### config.mk
export PLATFORM = sky130hd
export DESIGN_NAME = byte_level_bpe_char_codec_flat
export DESIGN_NICKNAME = d
export VERILOG_FILES = /design/src/rtl/bbpe_pkg.sv /design/src/rtl/bbpe_if.sv /design/src/rtl/byte_level_bpe_char_codec.sv /design/src/rtl/bbpe_xlate.sv /design/src/rtl/bbpe_rsp_fifo.sv /design/src/flat_wrapper.sv
export SDC_FILE = /design/constraint.sdc
export NUM_CORES = 1
export LEC_CHECK = 0
export ABC_AREA = 1
export BUFFER_PORTS_ARGS = -buffer_cell sky130_fd_sc_hd__buf_2
export CAP_MARGIN = 40
export CORE_AREA = 3 3 114 89
export CTS_CLUSTER_SIZE = 28
export DETAILED_ROUTE_END_ITERATION = 8
export DIE_AREA = 0 0 117 92
export PLACE_DENSITY = 0.83
export RECOVER_POWER = 50
export SETUP_SLACK_MARGIN = 0.2
export SYNTH_ARGS = -nofsm -noshare
export SYNTH_HDL_FRONTEND = slang
export SYNTH_SLANG_ARGS = --single-unit
### constraint.sdc
create_clock -name clock -period 7 [get_ports clock]
set_input_delay 1.05 -clock clock [delete_from_list [all_inputs] [get_ports clock]]
set_output_delay 1.05 -clock clock [all_outputs]
set_load 0.05 [all_outputs]
### src/rtl/bbpe_pkg.sv
// Shared types, constants and codes of the byte-level BPE character codec.
package bbpe_pkg;

   localparam int DATA_W      = 8;
   localparam int STATUS_W    = 3;
   localparam int LEAD_W      = 5;
   localparam int CP_W        = 11;
   localparam int RSP_DEPTH   = 4;
   localparam int CSR_DATA_W  = 32;
   localparam int CSR_ADDR_W  = 3;

   // Register word index taken from paddr[2]
   localparam logic CSR_DIRECTION_IDX = 1'b0;

   localparam logic DIR_ENCODE = 1'b0;
   localparam logic DIR_DECODE = 1'b1;

   typedef enum logic [STATUS_W-1:0] {
      ST_OK        = 3'd0,
      ST_BAD_CONT  = 3'd1,
      ST_LEAD_LONG = 3'd2,
      ST_UNMAPPED  = 3'd3,
      ST_TRUNCATED = 3'd4
   } status_type;

   typedef struct packed {
      logic [DATA_W-1:0] out_byte;
      status_type        status;
      logic              last_of_run;
      logic              end_of_string;
   } rsp_beat_type;

   typedef struct packed {
      logic [1:0]        push_cnt;
      rsp_beat_type      beat0;
      rsp_beat_type      beat1;
      logic              lead_pending;
      logic [LEAD_W-1:0] lead_bits;
   } xlate_result_type;

endpackage

### src/rtl/bbpe_if.sv
// Valid/ready channel interfaces for input bytes and result bytes.
interface bbpe_req_if;
   logic                        valid;
   logic                        ready;
   logic [bbpe_pkg::DATA_W-1:0] data_byte;
   logic                        string_end;

   modport source (output valid, output data_byte, output string_end, input ready);
   modport sink   (input valid, input data_byte, input string_end, output ready);
endinterface

interface bbpe_rsp_if;
   logic                          valid;
   logic                          ready;
   logic [bbpe_pkg::DATA_W-1:0]   out_byte;
   logic [bbpe_pkg::STATUS_W-1:0] status;
   logic                          last_of_run;
   logic                          end_of_string;

   modport source (output valid, output out_byte, output status, output last_of_run,
                   output end_of_string, input ready);
   modport sink   (input valid, input out_byte, input status, input last_of_run,
                   input end_of_string, output ready);
endinterface

### src/rtl/byte_level_bpe_char_codec.sv
// Top level of the byte-level BPE character codec (GPT-2 byte map, UTF-8).
// An accepted input beat is translated combinationally; its result beats are registered in the result queue.
// Throughput: one input beat per cycle while each byte yields at most one result and
//   the result port is ready; an encoded byte with a code point above 0x7f yields two
//   result beats, and the single result port then holds back the input.
// Reset: synchronous, active high; clears direction (encode), the held lead and the queue.
module byte_level_bpe_char_codec #(
   parameter int RspDepth = bbpe_pkg::RSP_DEPTH
) (
   input  logic                            clock,
   input  logic                            reset,
   bbpe_req_if.sink                        req_chan,
   bbpe_rsp_if.source                      rsp_chan,
   input  logic                            psel,
   input  logic                            penable,
   input  logic                            pwrite,
   input  logic [bbpe_pkg::CSR_ADDR_W-1:0] paddr,
   input  logic [bbpe_pkg::CSR_DATA_W-1:0] pwdata,
   output logic [bbpe_pkg::CSR_DATA_W-1:0] prdata,
   output logic                            pready
);
   import bbpe_pkg::*;

   // Configuration and decoder state
   logic              direction_ff;
   logic              lead_pending_ff;
   logic [LEAD_W-1:0] lead_bits_ff;

   logic              cfg_wr;
   logic              req_acc;
   logic              room_ok;
   logic [1:0]        push_cnt;
   xlate_result_type  xl;

   // APB-style port: zero wait states, one register at word 0
   assign pready = 1'b1;
   assign cfg_wr = psel && penable && pwrite && pready && (paddr[2] == CSR_DIRECTION_IDX);
   assign prdata = (paddr[2] == CSR_DIRECTION_IDX) ? {{(CSR_DATA_W-1){1'b0}}, direction_ff}
                                                   : '0;

   // Take a beat only when the queue can absorb the worst case of two results,
   // so the queue never overflows; results left waiting can still hold back input beats.
   assign req_chan.ready = room_ok;
   assign req_acc        = req_chan.valid && req_chan.ready;

   // Map/encode or decode the incoming byte against the held lead
   bbpe_xlate u_xlate (
      .direction    (direction_ff),
      .data_byte    (req_chan.data_byte),
      .string_end   (req_chan.string_end),
      .lead_pending (lead_pending_ff),
      .lead_bits    (lead_bits_ff),
      .result       (xl)
   );

   // Push nothing unless the beat is actually taken
   assign push_cnt = req_acc ? xl.push_cnt : 2'd0;

   bbpe_rsp_fifo #(
      .Depth (RspDepth)
   ) u_rsp_fifo (
      .clock    (clock),
      .reset    (reset),
      .push_cnt (push_cnt),
      .beat0    (xl.beat0),
      .beat1    (xl.beat1),
      .room_ok  (room_ok),
      .rsp_chan (rsp_chan)
   );

   // A direction write drops any held lead; otherwise advance the lead on each beat
   always_ff @(posedge clock) begin
      if (reset) begin
         direction_ff    <= DIR_ENCODE;
         lead_pending_ff <= 1'b0;
         lead_bits_ff    <= '0;
      end else if (cfg_wr) begin
         direction_ff    <= pwdata[0];
         lead_pending_ff <= 1'b0;
         lead_bits_ff    <= '0;
      end else if (req_acc) begin
         lead_pending_ff <= xl.lead_pending;
         lead_bits_ff    <= xl.lead_bits;
      end
   end

   // A lead is only ever held while decoding
   a_lead_only_decode: assert property (@(posedge clock) disable iff (reset)
      lead_pending_ff |-> (direction_ff == DIR_DECODE))
      else $error("lead held in encode direction");

   // Every encoded byte yields at least one result beat
   a_encode_pushes: assert property (@(posedge clock) disable iff (reset)
      (req_acc && (direction_ff == DIR_ENCODE)) |-> (xl.push_cnt != 2'd0))
      else $error("encoded byte produced no result");

   // A direction write leaves no lead behind
   a_cfg_clears_lead: assert property (@(posedge clock) disable iff (reset)
      cfg_wr |=> !lead_pending_ff)
      else $error("lead survived a direction write");

   // Error beats carry a zero byte and always close their run
   a_error_beat_zero: assert property (@(posedge clock) disable iff (reset)
      (rsp_chan.valid && (rsp_chan.status != ST_OK)) |->
         ((rsp_chan.out_byte == '0) && rsp_chan.last_of_run))
      else $error("error beat with data or open run");

endmodule

### src/rtl/bbpe_xlate.sv
// Per-byte mapping and UTF-8 encode/decode logic of the codec.
module bbpe_xlate (
   input  logic                        direction,
   input  logic [bbpe_pkg::DATA_W-1:0] data_byte,
   input  logic                        string_end,
   input  logic                        lead_pending,
   input  logic [bbpe_pkg::LEAD_W-1:0] lead_bits,
   output bbpe_pkg::xlate_result_type  result
);
   import bbpe_pkg::*;

   logic [8:0]      enc_cp;
   logic [CP_W-1:0] dec_cp;

   // Forward byte map: control and high-control ranges and 0xad move above 0xff
   always_comb begin
      if (data_byte inside {[8'h00:8'h20]}) begin
         enc_cp = {1'b1, data_byte};
      end else if (data_byte inside {[8'h7f:8'ha0]}) begin
         enc_cp = {1'b0, data_byte} + 9'h0a2;
      end else if (data_byte == 8'had) begin
         enc_cp = 9'h143;
      end else begin
         enc_cp = {1'b0, data_byte};
      end
   end

   assign dec_cp = {lead_bits, data_byte[5:0]};

   always_comb begin
      result              = '0;
      result.lead_pending = lead_pending;
      result.lead_bits    = lead_bits;
      result.beat0.last_of_run   = 1'b1;
      result.beat0.end_of_string = string_end;
      result.beat0.status        = ST_OK;
      result.beat1.status        = ST_OK;
      if (direction == DIR_ENCODE) begin
         if (enc_cp <= 9'h07f) begin
            result.push_cnt       = 2'd1;
            result.beat0.out_byte = enc_cp[7:0];
         end else begin
            // Two-byte UTF-8: lead then continuation
            result.push_cnt             = 2'd2;
            result.beat0.out_byte       = 8'hc0 + {5'd0, enc_cp[8:6]};
            result.beat0.last_of_run    = 1'b0;
            result.beat0.end_of_string  = 1'b0;
            result.beat1.out_byte       = {2'b10, enc_cp[5:0]};
            result.beat1.last_of_run    = 1'b1;
            result.beat1.end_of_string  = string_end;
         end
      end else if (lead_pending) begin
         result.push_cnt     = 2'd1;
         result.lead_pending = 1'b0;
         result.lead_bits    = '0;
         if (data_byte[7:6] != 2'b10) begin
            result.beat0.status = ST_BAD_CONT;
         end else if (dec_cp inside {[11'h100:11'h120]}) begin
            result.beat0.out_byte = dec_cp[7:0];
         end else if (dec_cp inside {[11'h121:11'h142]}) begin
            result.beat0.out_byte = dec_cp[7:0] + 8'h5e;
         end else if (dec_cp == 11'h143) begin
            result.beat0.out_byte = 8'had;
         end else if (dec_cp >= 11'h100) begin
            result.beat0.status = ST_UNMAPPED;
         end else begin
            result.beat0.out_byte = dec_cp[7:0];
         end
      end else if (!data_byte[7]) begin
         result.push_cnt       = 2'd1;
         result.beat0.out_byte = data_byte;
      end else if (data_byte[7:5] == 3'b110) begin
         if (string_end) begin
            result.push_cnt     = 2'd1;
            result.beat0.status = ST_TRUNCATED;
         end else begin
            // Hold the lead; no result for this byte
            result.push_cnt     = 2'd0;
            result.lead_pending = 1'b1;
            result.lead_bits    = data_byte[4:0];
         end
      end else begin
         result.push_cnt     = 2'd1;
         result.beat0.status = ST_LEAD_LONG;
      end
   end

endmodule

### src/rtl/bbpe_rsp_fifo.sv
// Result queue: takes up to two beats per cycle, sends one beat per cycle while the receiver is ready.
module bbpe_rsp_fifo #(
   parameter int Depth = bbpe_pkg::RSP_DEPTH
) (
   input  logic                  clock,
   input  logic                  reset,
   input  logic [1:0]            push_cnt,
   input  bbpe_pkg::rsp_beat_type beat0,
   input  bbpe_pkg::rsp_beat_type beat1,
   output logic                  room_ok,
   bbpe_rsp_if.source            rsp_chan
);
   import bbpe_pkg::*;

   localparam int PtrW = $clog2(Depth);
   localparam int CntW = $clog2(Depth + 1);

   rsp_beat_type    mem_ff [Depth];
   logic [PtrW-1:0] rd_ptr_ff, rd_ptr_in;
   logic [PtrW-1:0] wr_ptr_ff, wr_ptr_in;
   logic [PtrW-1:0] wr_ptr_nx;
   logic [CntW-1:0] count_ff, count_in;
   logic            pop;

   function automatic logic [PtrW-1:0] ptr_inc(input logic [PtrW-1:0] p);
      return (p == PtrW'(Depth - 1)) ? '0 : p + 1'b1;
   endfunction

   assign wr_ptr_nx = ptr_inc(wr_ptr_ff);
   assign pop       = rsp_chan.valid && rsp_chan.ready;
   assign room_ok   = count_ff <= CntW'(Depth - 2);

   assign rsp_chan.valid         = count_ff != '0;
   assign rsp_chan.out_byte      = mem_ff[rd_ptr_ff].out_byte;
   assign rsp_chan.status        = mem_ff[rd_ptr_ff].status;
   assign rsp_chan.last_of_run   = mem_ff[rd_ptr_ff].last_of_run;
   assign rsp_chan.end_of_string = mem_ff[rd_ptr_ff].end_of_string;

   always_comb begin
      rd_ptr_in = pop ? ptr_inc(rd_ptr_ff) : rd_ptr_ff;
      case (push_cnt)
         2'd1:    wr_ptr_in = wr_ptr_nx;
         2'd2:    wr_ptr_in = ptr_inc(wr_ptr_nx);
         default: wr_ptr_in = wr_ptr_ff;
      endcase
      count_in = count_ff + CntW'(push_cnt) - CntW'(pop);
   end

   always_ff @(posedge clock) begin
      if (reset) begin
         rd_ptr_ff <= '0;
         wr_ptr_ff <= '0;
         count_ff  <= '0;
      end else begin
         rd_ptr_ff <= rd_ptr_in;
         wr_ptr_ff <= wr_ptr_in;
         count_ff  <= count_in;
      end
   end

   always_ff @(posedge clock) begin
      if (push_cnt != 2'd0) begin
         mem_ff[wr_ptr_ff] <= beat0;
      end
      if (push_cnt == 2'd2) begin
         mem_ff[wr_ptr_nx] <= beat1;
      end
   end

endmodule
### src/flat_wrapper.sv
// flat-port wrapper written by rule: the top's interface ports become plain ports
module byte_level_bpe_char_codec_flat import bbpe_pkg::*;
#(
   parameter int RspDepth = bbpe_pkg::RSP_DEPTH
)
  (clock, reset, psel, penable, pwrite, paddr, pwdata, prdata, pready, req_chan_valid, req_chan_data_byte, req_chan_string_end, req_chan_ready, rsp_chan_valid, rsp_chan_out_byte, rsp_chan_status, rsp_chan_last_of_run, rsp_chan_end_of_string, rsp_chan_ready);
  bbpe_req_if req_chan_i ();
  bbpe_rsp_if rsp_chan_i ();
  input  logic clock;
  input  logic reset;
  input  logic psel;
  input  logic penable;
  input  logic pwrite;
  input  logic [bbpe_pkg::CSR_ADDR_W-1:0] paddr;
  input  logic [bbpe_pkg::CSR_DATA_W-1:0] pwdata;
  output logic [bbpe_pkg::CSR_DATA_W-1:0] prdata;
  output logic pready;
  input wire logic [$bits(req_chan_i.valid)-1:0] req_chan_valid;
  input wire logic [$bits(req_chan_i.data_byte)-1:0] req_chan_data_byte;
  input wire logic [$bits(req_chan_i.string_end)-1:0] req_chan_string_end;
  output wire logic [$bits(req_chan_i.ready)-1:0] req_chan_ready;
  output wire logic [$bits(rsp_chan_i.valid)-1:0] rsp_chan_valid;
  output wire logic [$bits(rsp_chan_i.out_byte)-1:0] rsp_chan_out_byte;
  output wire logic [$bits(rsp_chan_i.status)-1:0] rsp_chan_status;
  output wire logic [$bits(rsp_chan_i.last_of_run)-1:0] rsp_chan_last_of_run;
  output wire logic [$bits(rsp_chan_i.end_of_string)-1:0] rsp_chan_end_of_string;
  input wire logic [$bits(rsp_chan_i.ready)-1:0] rsp_chan_ready;
  assign req_chan_i.valid = req_chan_valid;
  assign req_chan_i.data_byte = req_chan_data_byte;
  assign req_chan_i.string_end = req_chan_string_end;
  assign req_chan_ready = req_chan_i.ready;
  assign rsp_chan_valid = rsp_chan_i.valid;
  assign rsp_chan_out_byte = rsp_chan_i.out_byte;
  assign rsp_chan_status = rsp_chan_i.status;
  assign rsp_chan_last_of_run = rsp_chan_i.last_of_run;
  assign rsp_chan_end_of_string = rsp_chan_i.end_of_string;
  assign rsp_chan_i.ready = rsp_chan_ready;
  byte_level_bpe_char_codec #(.RspDepth(RspDepth)) u_core (.clock(clock), .reset(reset), .req_chan(req_chan_i), .rsp_chan(rsp_chan_i), .psel(psel), .penable(penable), .pwrite(pwrite), .paddr(paddr), .pwdata(pwdata), .prdata(prdata), .pready(pready));
endmodule
## After elaboration in Yosys (flattened, before gate mapping)

Memory sizes are Yosys's and may differ from the RTL's. A register that Yosys moved wholly into a read port is not among the register bits.
Cells that the tools add are included.

| storage, ports and cells | value |
|---|---|
| bits in writable memories | 52 |
| output and inout port bits | 48 |
| logic and storage cells | 97 |
| bits in registers | 14 |
| memories | 1 |
| bits of input ports | 51 |

Memories:

| memory | words | bits a word | read ports | clocked after Yosys merged registers in | wr ports | RTL line | source |
|---|---|---|---|---|---|---|---|
| u_core.u_rsp_fifo.mem_ff | 4 | 13 | 1 | 1 | 2 | bbpe_rsp_fifo.sv:18 | `rsp_beat_type mem_ff [Depth];` |

| operators by class | value |
|---|---|
| reduce and logical (&&, ||, !) cells | 17 |
| $add $sub $neg | 8 |
| muxes and demuxes | 44 |
| bitwise gates (word level) | 1 |
| equal/unequal tests | 10 |
| magnitude comparators | 10 |

Operators by type and width:

| kind | count |
|---|---|
| 2-to-1 mux 10 bit | 4 |
| 2-to-1 mux 8 bit | 5 |
| 2-to-1 mux 2 bit | 14 |
| 2-to-1 mux 9 bit | 3 |
| 2-to-1 mux 6 bit | 4 |
| >= comparator 11 x 9 -> 1 bit, second input constant | 2 |
| less-or-equal comparator 11 x 9 -> 1 bit, second input constant | 2 |
| 2-to-1 mux 13 bit | 1 |
| 2-to-1 mux 3 bit | 4 |
| equality test 11 x 9 -> 1 bit, second input constant | 1 |
| adder 8 x 8 -> 9 bit, second input constant | 1 |
| less-or-equal comparator 9 x 7 -> 1 bit, second input constant | 1 |
| logical AND 1 bit | 9 |
| adder 7 x 4 -> 8 bit, first input constant | 1 |
| adder 8 x 7 -> 8 bit, second input constant | 1 |
| equality test 2 bit, second input constant | 4 |
| equality test 8 bit, second input constant | 1 |
| >= comparator 8 x 1 -> 1 bit, second input constant | 1 |
| >= comparator 8 x 7 -> 1 bit, second input constant | 1 |
| less-or-equal comparator 8 x 6 -> 1 bit, second input constant | 1 |
| less-or-equal comparator 8 bit, second input constant | 1 |
| nonzero test 2 bit | 4 |
| 2-to-1 mux 1 bit | 7 |
| 2-to-1 mux 7 bit | 1 |
| 14 further kinds | 16 |

## Depth between registers and ports, before layout

| logic depth | value |
|---|---|
| depth in word-level cells | 12 |
| gate-level depth with buffers | 19 |
| mapped depth without buffers | 17 |

## Modules after synthesis

A second synthesis with hierarchy kept.

| unflattened totals | value |
|---|---|
| cells, all modules | 682 |
| area total of the unflattened synthesis | 5111.2 sq um |

Modules (own cells, without submodules):

| module | area each (sq um) | cells an instance | instances | seq. area each (sq um) |
|---|---|---|---|---|
| bbpe_rsp_fifo | 3213.1 | 334 | 1 | 1741.7 |
| bbpe_xlate | 1313.8 | 258 | 1 | 0.0 |
| byte_level_bpe_char_codec | 584.3 | 90 | 1 | 140.1 |

## Worst setup path after synthesis

No wires, ideal clock.

| path | value |
|---|---|
| path type | input -> register |
| start | input port req_chan_data_byte[7] |
| end | memory u_core.u_rsp_fifo.mem_ff[0][0] (netlist bit) (data pin) |
| slack | 3.378 ns |
| path buffers | 2 |
| setup time | 0.146 ns |
| data arrival time | 3.476 ns |
| required time | 6.854 ns |
| cell stages on the path | 15 |
| cells stage by stage | buf_4 > inv_1 > a21oi_1 > nand2_2 > nand2_4 > nand4_2 > nand2_4 > buf_8 > nand4_1 > ha_1 > nand2_1 > clkinv_1 > nor2_1 > nand2_1 > a21oi_1 |

RTL lines:

| item | RTL line | source |
|---|---|---|
| start, declared | flat_wrapper.sv:19 | `input wire logic [$bits(req_chan_i.data_byte)-1:0] req_chan_data_byte;` |
| end, declared | bbpe_rsp_fifo.sv:18 |  |

==> results.json <==
{
  "maxSlewHeadroom": 0.342,
  "synth-edff-count": 36,
  "p_leak_nw": 2.24,
  "grt_max_degree": 28,
  "regArea_sq_mm": 0.00172,
  "synth_cell_type_count": 38,
  "clk_latency_ns": 0.34,
  "grt_pass1_vias": 4056,
  "criticalPathCategory": "primary input to register",
  "hold_viol": 0,
  "cts_buffers": 9,
  "io_buffers": 33,
  "cts_setup_buffers": 0,
  "synth_top_area_share": 0.239,
  "hold_path.class": "register to register",
  "finalMaxSlewViolations": 0,
  "yosysTopAreaCell": "edfxtp_1",
  "postRouteAntennaNets": 0,
  "htree_levels": 3,
  "die_area_sq_mm": 0.0108,
  "cts_buffer_depth": 2,
  "wl_per_cell_um": 15.3,
  "ir_drop_uv": 190,
  "cts_root_buffer": "clkbuf_16",
  "ys_ff_latch": 68,
  "run_status": "complete, no violations",
  "drt_iter0_drc": 515,
  "avgSynthCellArea_sq_um": 7.24,
  "fin_cells": 771,
  "cts.sinks": 68,
  "gr-total-overflow": 0,
  "fin_ws_ns": 1.84,
  "n_fill_cell": 839,
  "drc": 0,
  "ys_seq_area_frac": 0.380,
  "antenna_found_initial": 0,
  "synth.most_common_cell": "nand2_1",
  "grt_use_total": 0.226,
  "drive_above_1_share": 0.106,
  "totalWireLength_um": 11800,
  "cts_tree": "yes",
  "period_share": 0.738,
  "tns_ns": 0,
  "finalClockSkew_ns": 0.00607,
  "synth.cell_area_sq_mm": 0.00453,
  "synth_flop_cell": "edfxtp_1",
  "clock.fmax_mhz": 194,
  "drv_cap": 0,
  "io_pins": 99,
  "clkTransAtPathRegs_ns": 0.06,
  "routed-via-count": 4286,
  "multiInputGateArea_sq_mm": 0.00233,
  "ctsHoldBuffers": 0,
  "rows": 30,
  "die_w_um": 117,
  "syn_inst": 626,
  "synthTopCellsByArea": "edfxtp_1 24%, nand2_1 15%, dfxtp_1 14%",
  "dp_hpwl_um": 8540,
  "p_total_mw": 1.71,
  "worstSetupEndpointType": "register",
  "synthToLayoutAreaGrowth_pct": 8.56,
  "core_area_sq_mm": 0.00901,
  "min_period_ns": 5.16,
  "initial_core_util": 0.503,
  "worst_pin_slew_ns": 0.984,
  "yosys_warnings": 0,
  "nNetsFinal": 723,
  "dr.pass1.iters": 7,
  "place_congestion": 0.967,
  "async_reset_ff_frac": 0,
  "cts_resized": 0,
  "rsz0062_at_grt": "false",
  "required_ns": 7.20,
  "power_density_mw_per_mm2": 349,
  "synthTopCellsByCount": "178 x nand2_1, 73 x nor2_1, 51 x o21ai_0, 50 x inv_1, 36 x edfxtp_1",
  "critPathLaunchType": "primary input",
  "via_per_inst": 5.56,
  "die_h_um": 92,
  "setup_violations": 0,
  "arrival_ns": 5.36,
  "dp.cells": 755,
  "post-place-ws_ns": 2.38,
  "grt_pass1_wl_um": 19000,
  "crit_fanout": 14,
  "antenna_cells": 0
}
==> layer usage <==
metal  share of wire  GRT usage
met1            0.42      0.300
met2            0.46      0.354
met3            0.10     0.0534
met4           0.021     0.0888
met5               0          0
==> worst max-delay path: stages <==
cell,delay (ns)
clkbuf_1,0.28
inv_1,0.22
a21oi_1,0.19
nand2_2,0.06
nand2_1,0.32
nand4_1,0.29
nand2_1,0.63
nand4_1,0.32
ha_1,0.37
nand2_1,0.24
clkinv_1,0.33
nor2_1,0.71
nand2_1,0.15
a21oi_1,0.18
==> power breakdown <==
part	switching, mW	internal (mW)	total (mW)
Sequential	0.0408	0.509	0.549
Clock	0.172	0.324	0.495
Combinational	0.528	0.143	0.670
Total	0.740	0.975	1.71
==> cells by family (layout without fill, tap and decap cells) <==
group,after synthesis,in the layout,synth area share
flip-flops,68,68,0.380
buffers and inverters,111,114,0.125
XOR/XNOR,6,6,0.0116
AND/OR/NAND/NOR,314,314,0.297
other,2,32,0.00166
adder cells (fa/ha/maj),18,18,0.0514
AO/OA/AOI/OAI,107,107,0.133
==> metrics by stage <==
step | instance area [sq um] | util | hold slack [ns]
CTS | 4960 | 0.551 | 0.456
detailed placement | 4630 | 0.514 | 0.444
global route | 4920 | 0.546 | 0.487
global placement | 4630 | 0.514 | 0.435
finish | 4920 | 0.546 | 0.462
floorplan | 4640 | - | 0.421
==> layout make-up <==
class	count	share of cell area
sequential	68	0.350
inverter	64	0.0488
clock buffer	12	0.0575
clock inverter	4	0.0102
multi-input combinational	477	0.474
timing repair buffer	34	0.0305
tap	112	0.0285
==> placed cells by master (no fill, tap or decap), types with 2 or more instances in the layout <==
master / netlist / final
a21oi_1: 22 / 22
buf_2: 3 / 15
clkbuf_1: 7 / 18
clkbuf_16: 0 / 11
clkinv_1: 4 / 4
conb_1: 2 / 32
dfxtp_1: 32 / 32
edfxtp_1: 36 / 36
ha_1: 17 / 17
inv_1: 50 / 50
inv_2: 10 / 10
nand2_1: 178 / 180
nand2_2: 9 / 9
nand3_1: 30 / 30
nand3_2: 4 / 4
nand4_1: 6 / 7
nor2_1: 73 / 73
nor2_2: 2 / 2
nor2_4: 3 / 3
nor3_1: 3 / 3
nor4_1: 2 / 2
o21ai_0: 51 / 51
o21ai_1: 8 / 8
o21ai_2: 7 / 7
o22ai_1: 14 / 14
xor2_1: 5 / 5
==> flip-flops by register name, summed over array words and instances, names as in the netlist, named ones only <==
register / flops
u_core.u_rsp_fifo.mem_ff: 52
u_core.lead_bits_ff: 5
u_core.u_rsp_fifo.count_ff: 3
u_core.u_rsp_fifo.rd_ptr_ff: 2
u_core.u_rsp_fifo.wr_ptr_ff: 2
u_core.direction_ff: 1
u_core.lead_pending_ff: 1
==> worst paths after layout <==
path,slack [ns],start,cells past startpoint,end
setup / recovery,1.84,req_chan_data_byte[7],14,u_core.u_rsp_fifo.mem_ff[0][0]
hold / removal,0.46,u_core.u_rsp_fifo.mem_ff[2][2],2,u_core.u_rsp_fifo.mem_ff[2][2]
setup reg to reg,3.00,u_core.direction_ff,9,u_core.u_rsp_fifo.mem_ff[0][0]
hold reg to reg,0.46,u_core.u_rsp_fifo.mem_ff[2][2],2,u_core.u_rsp_fifo.mem_ff[2][2]
Power figures use the tool's default switching activity.
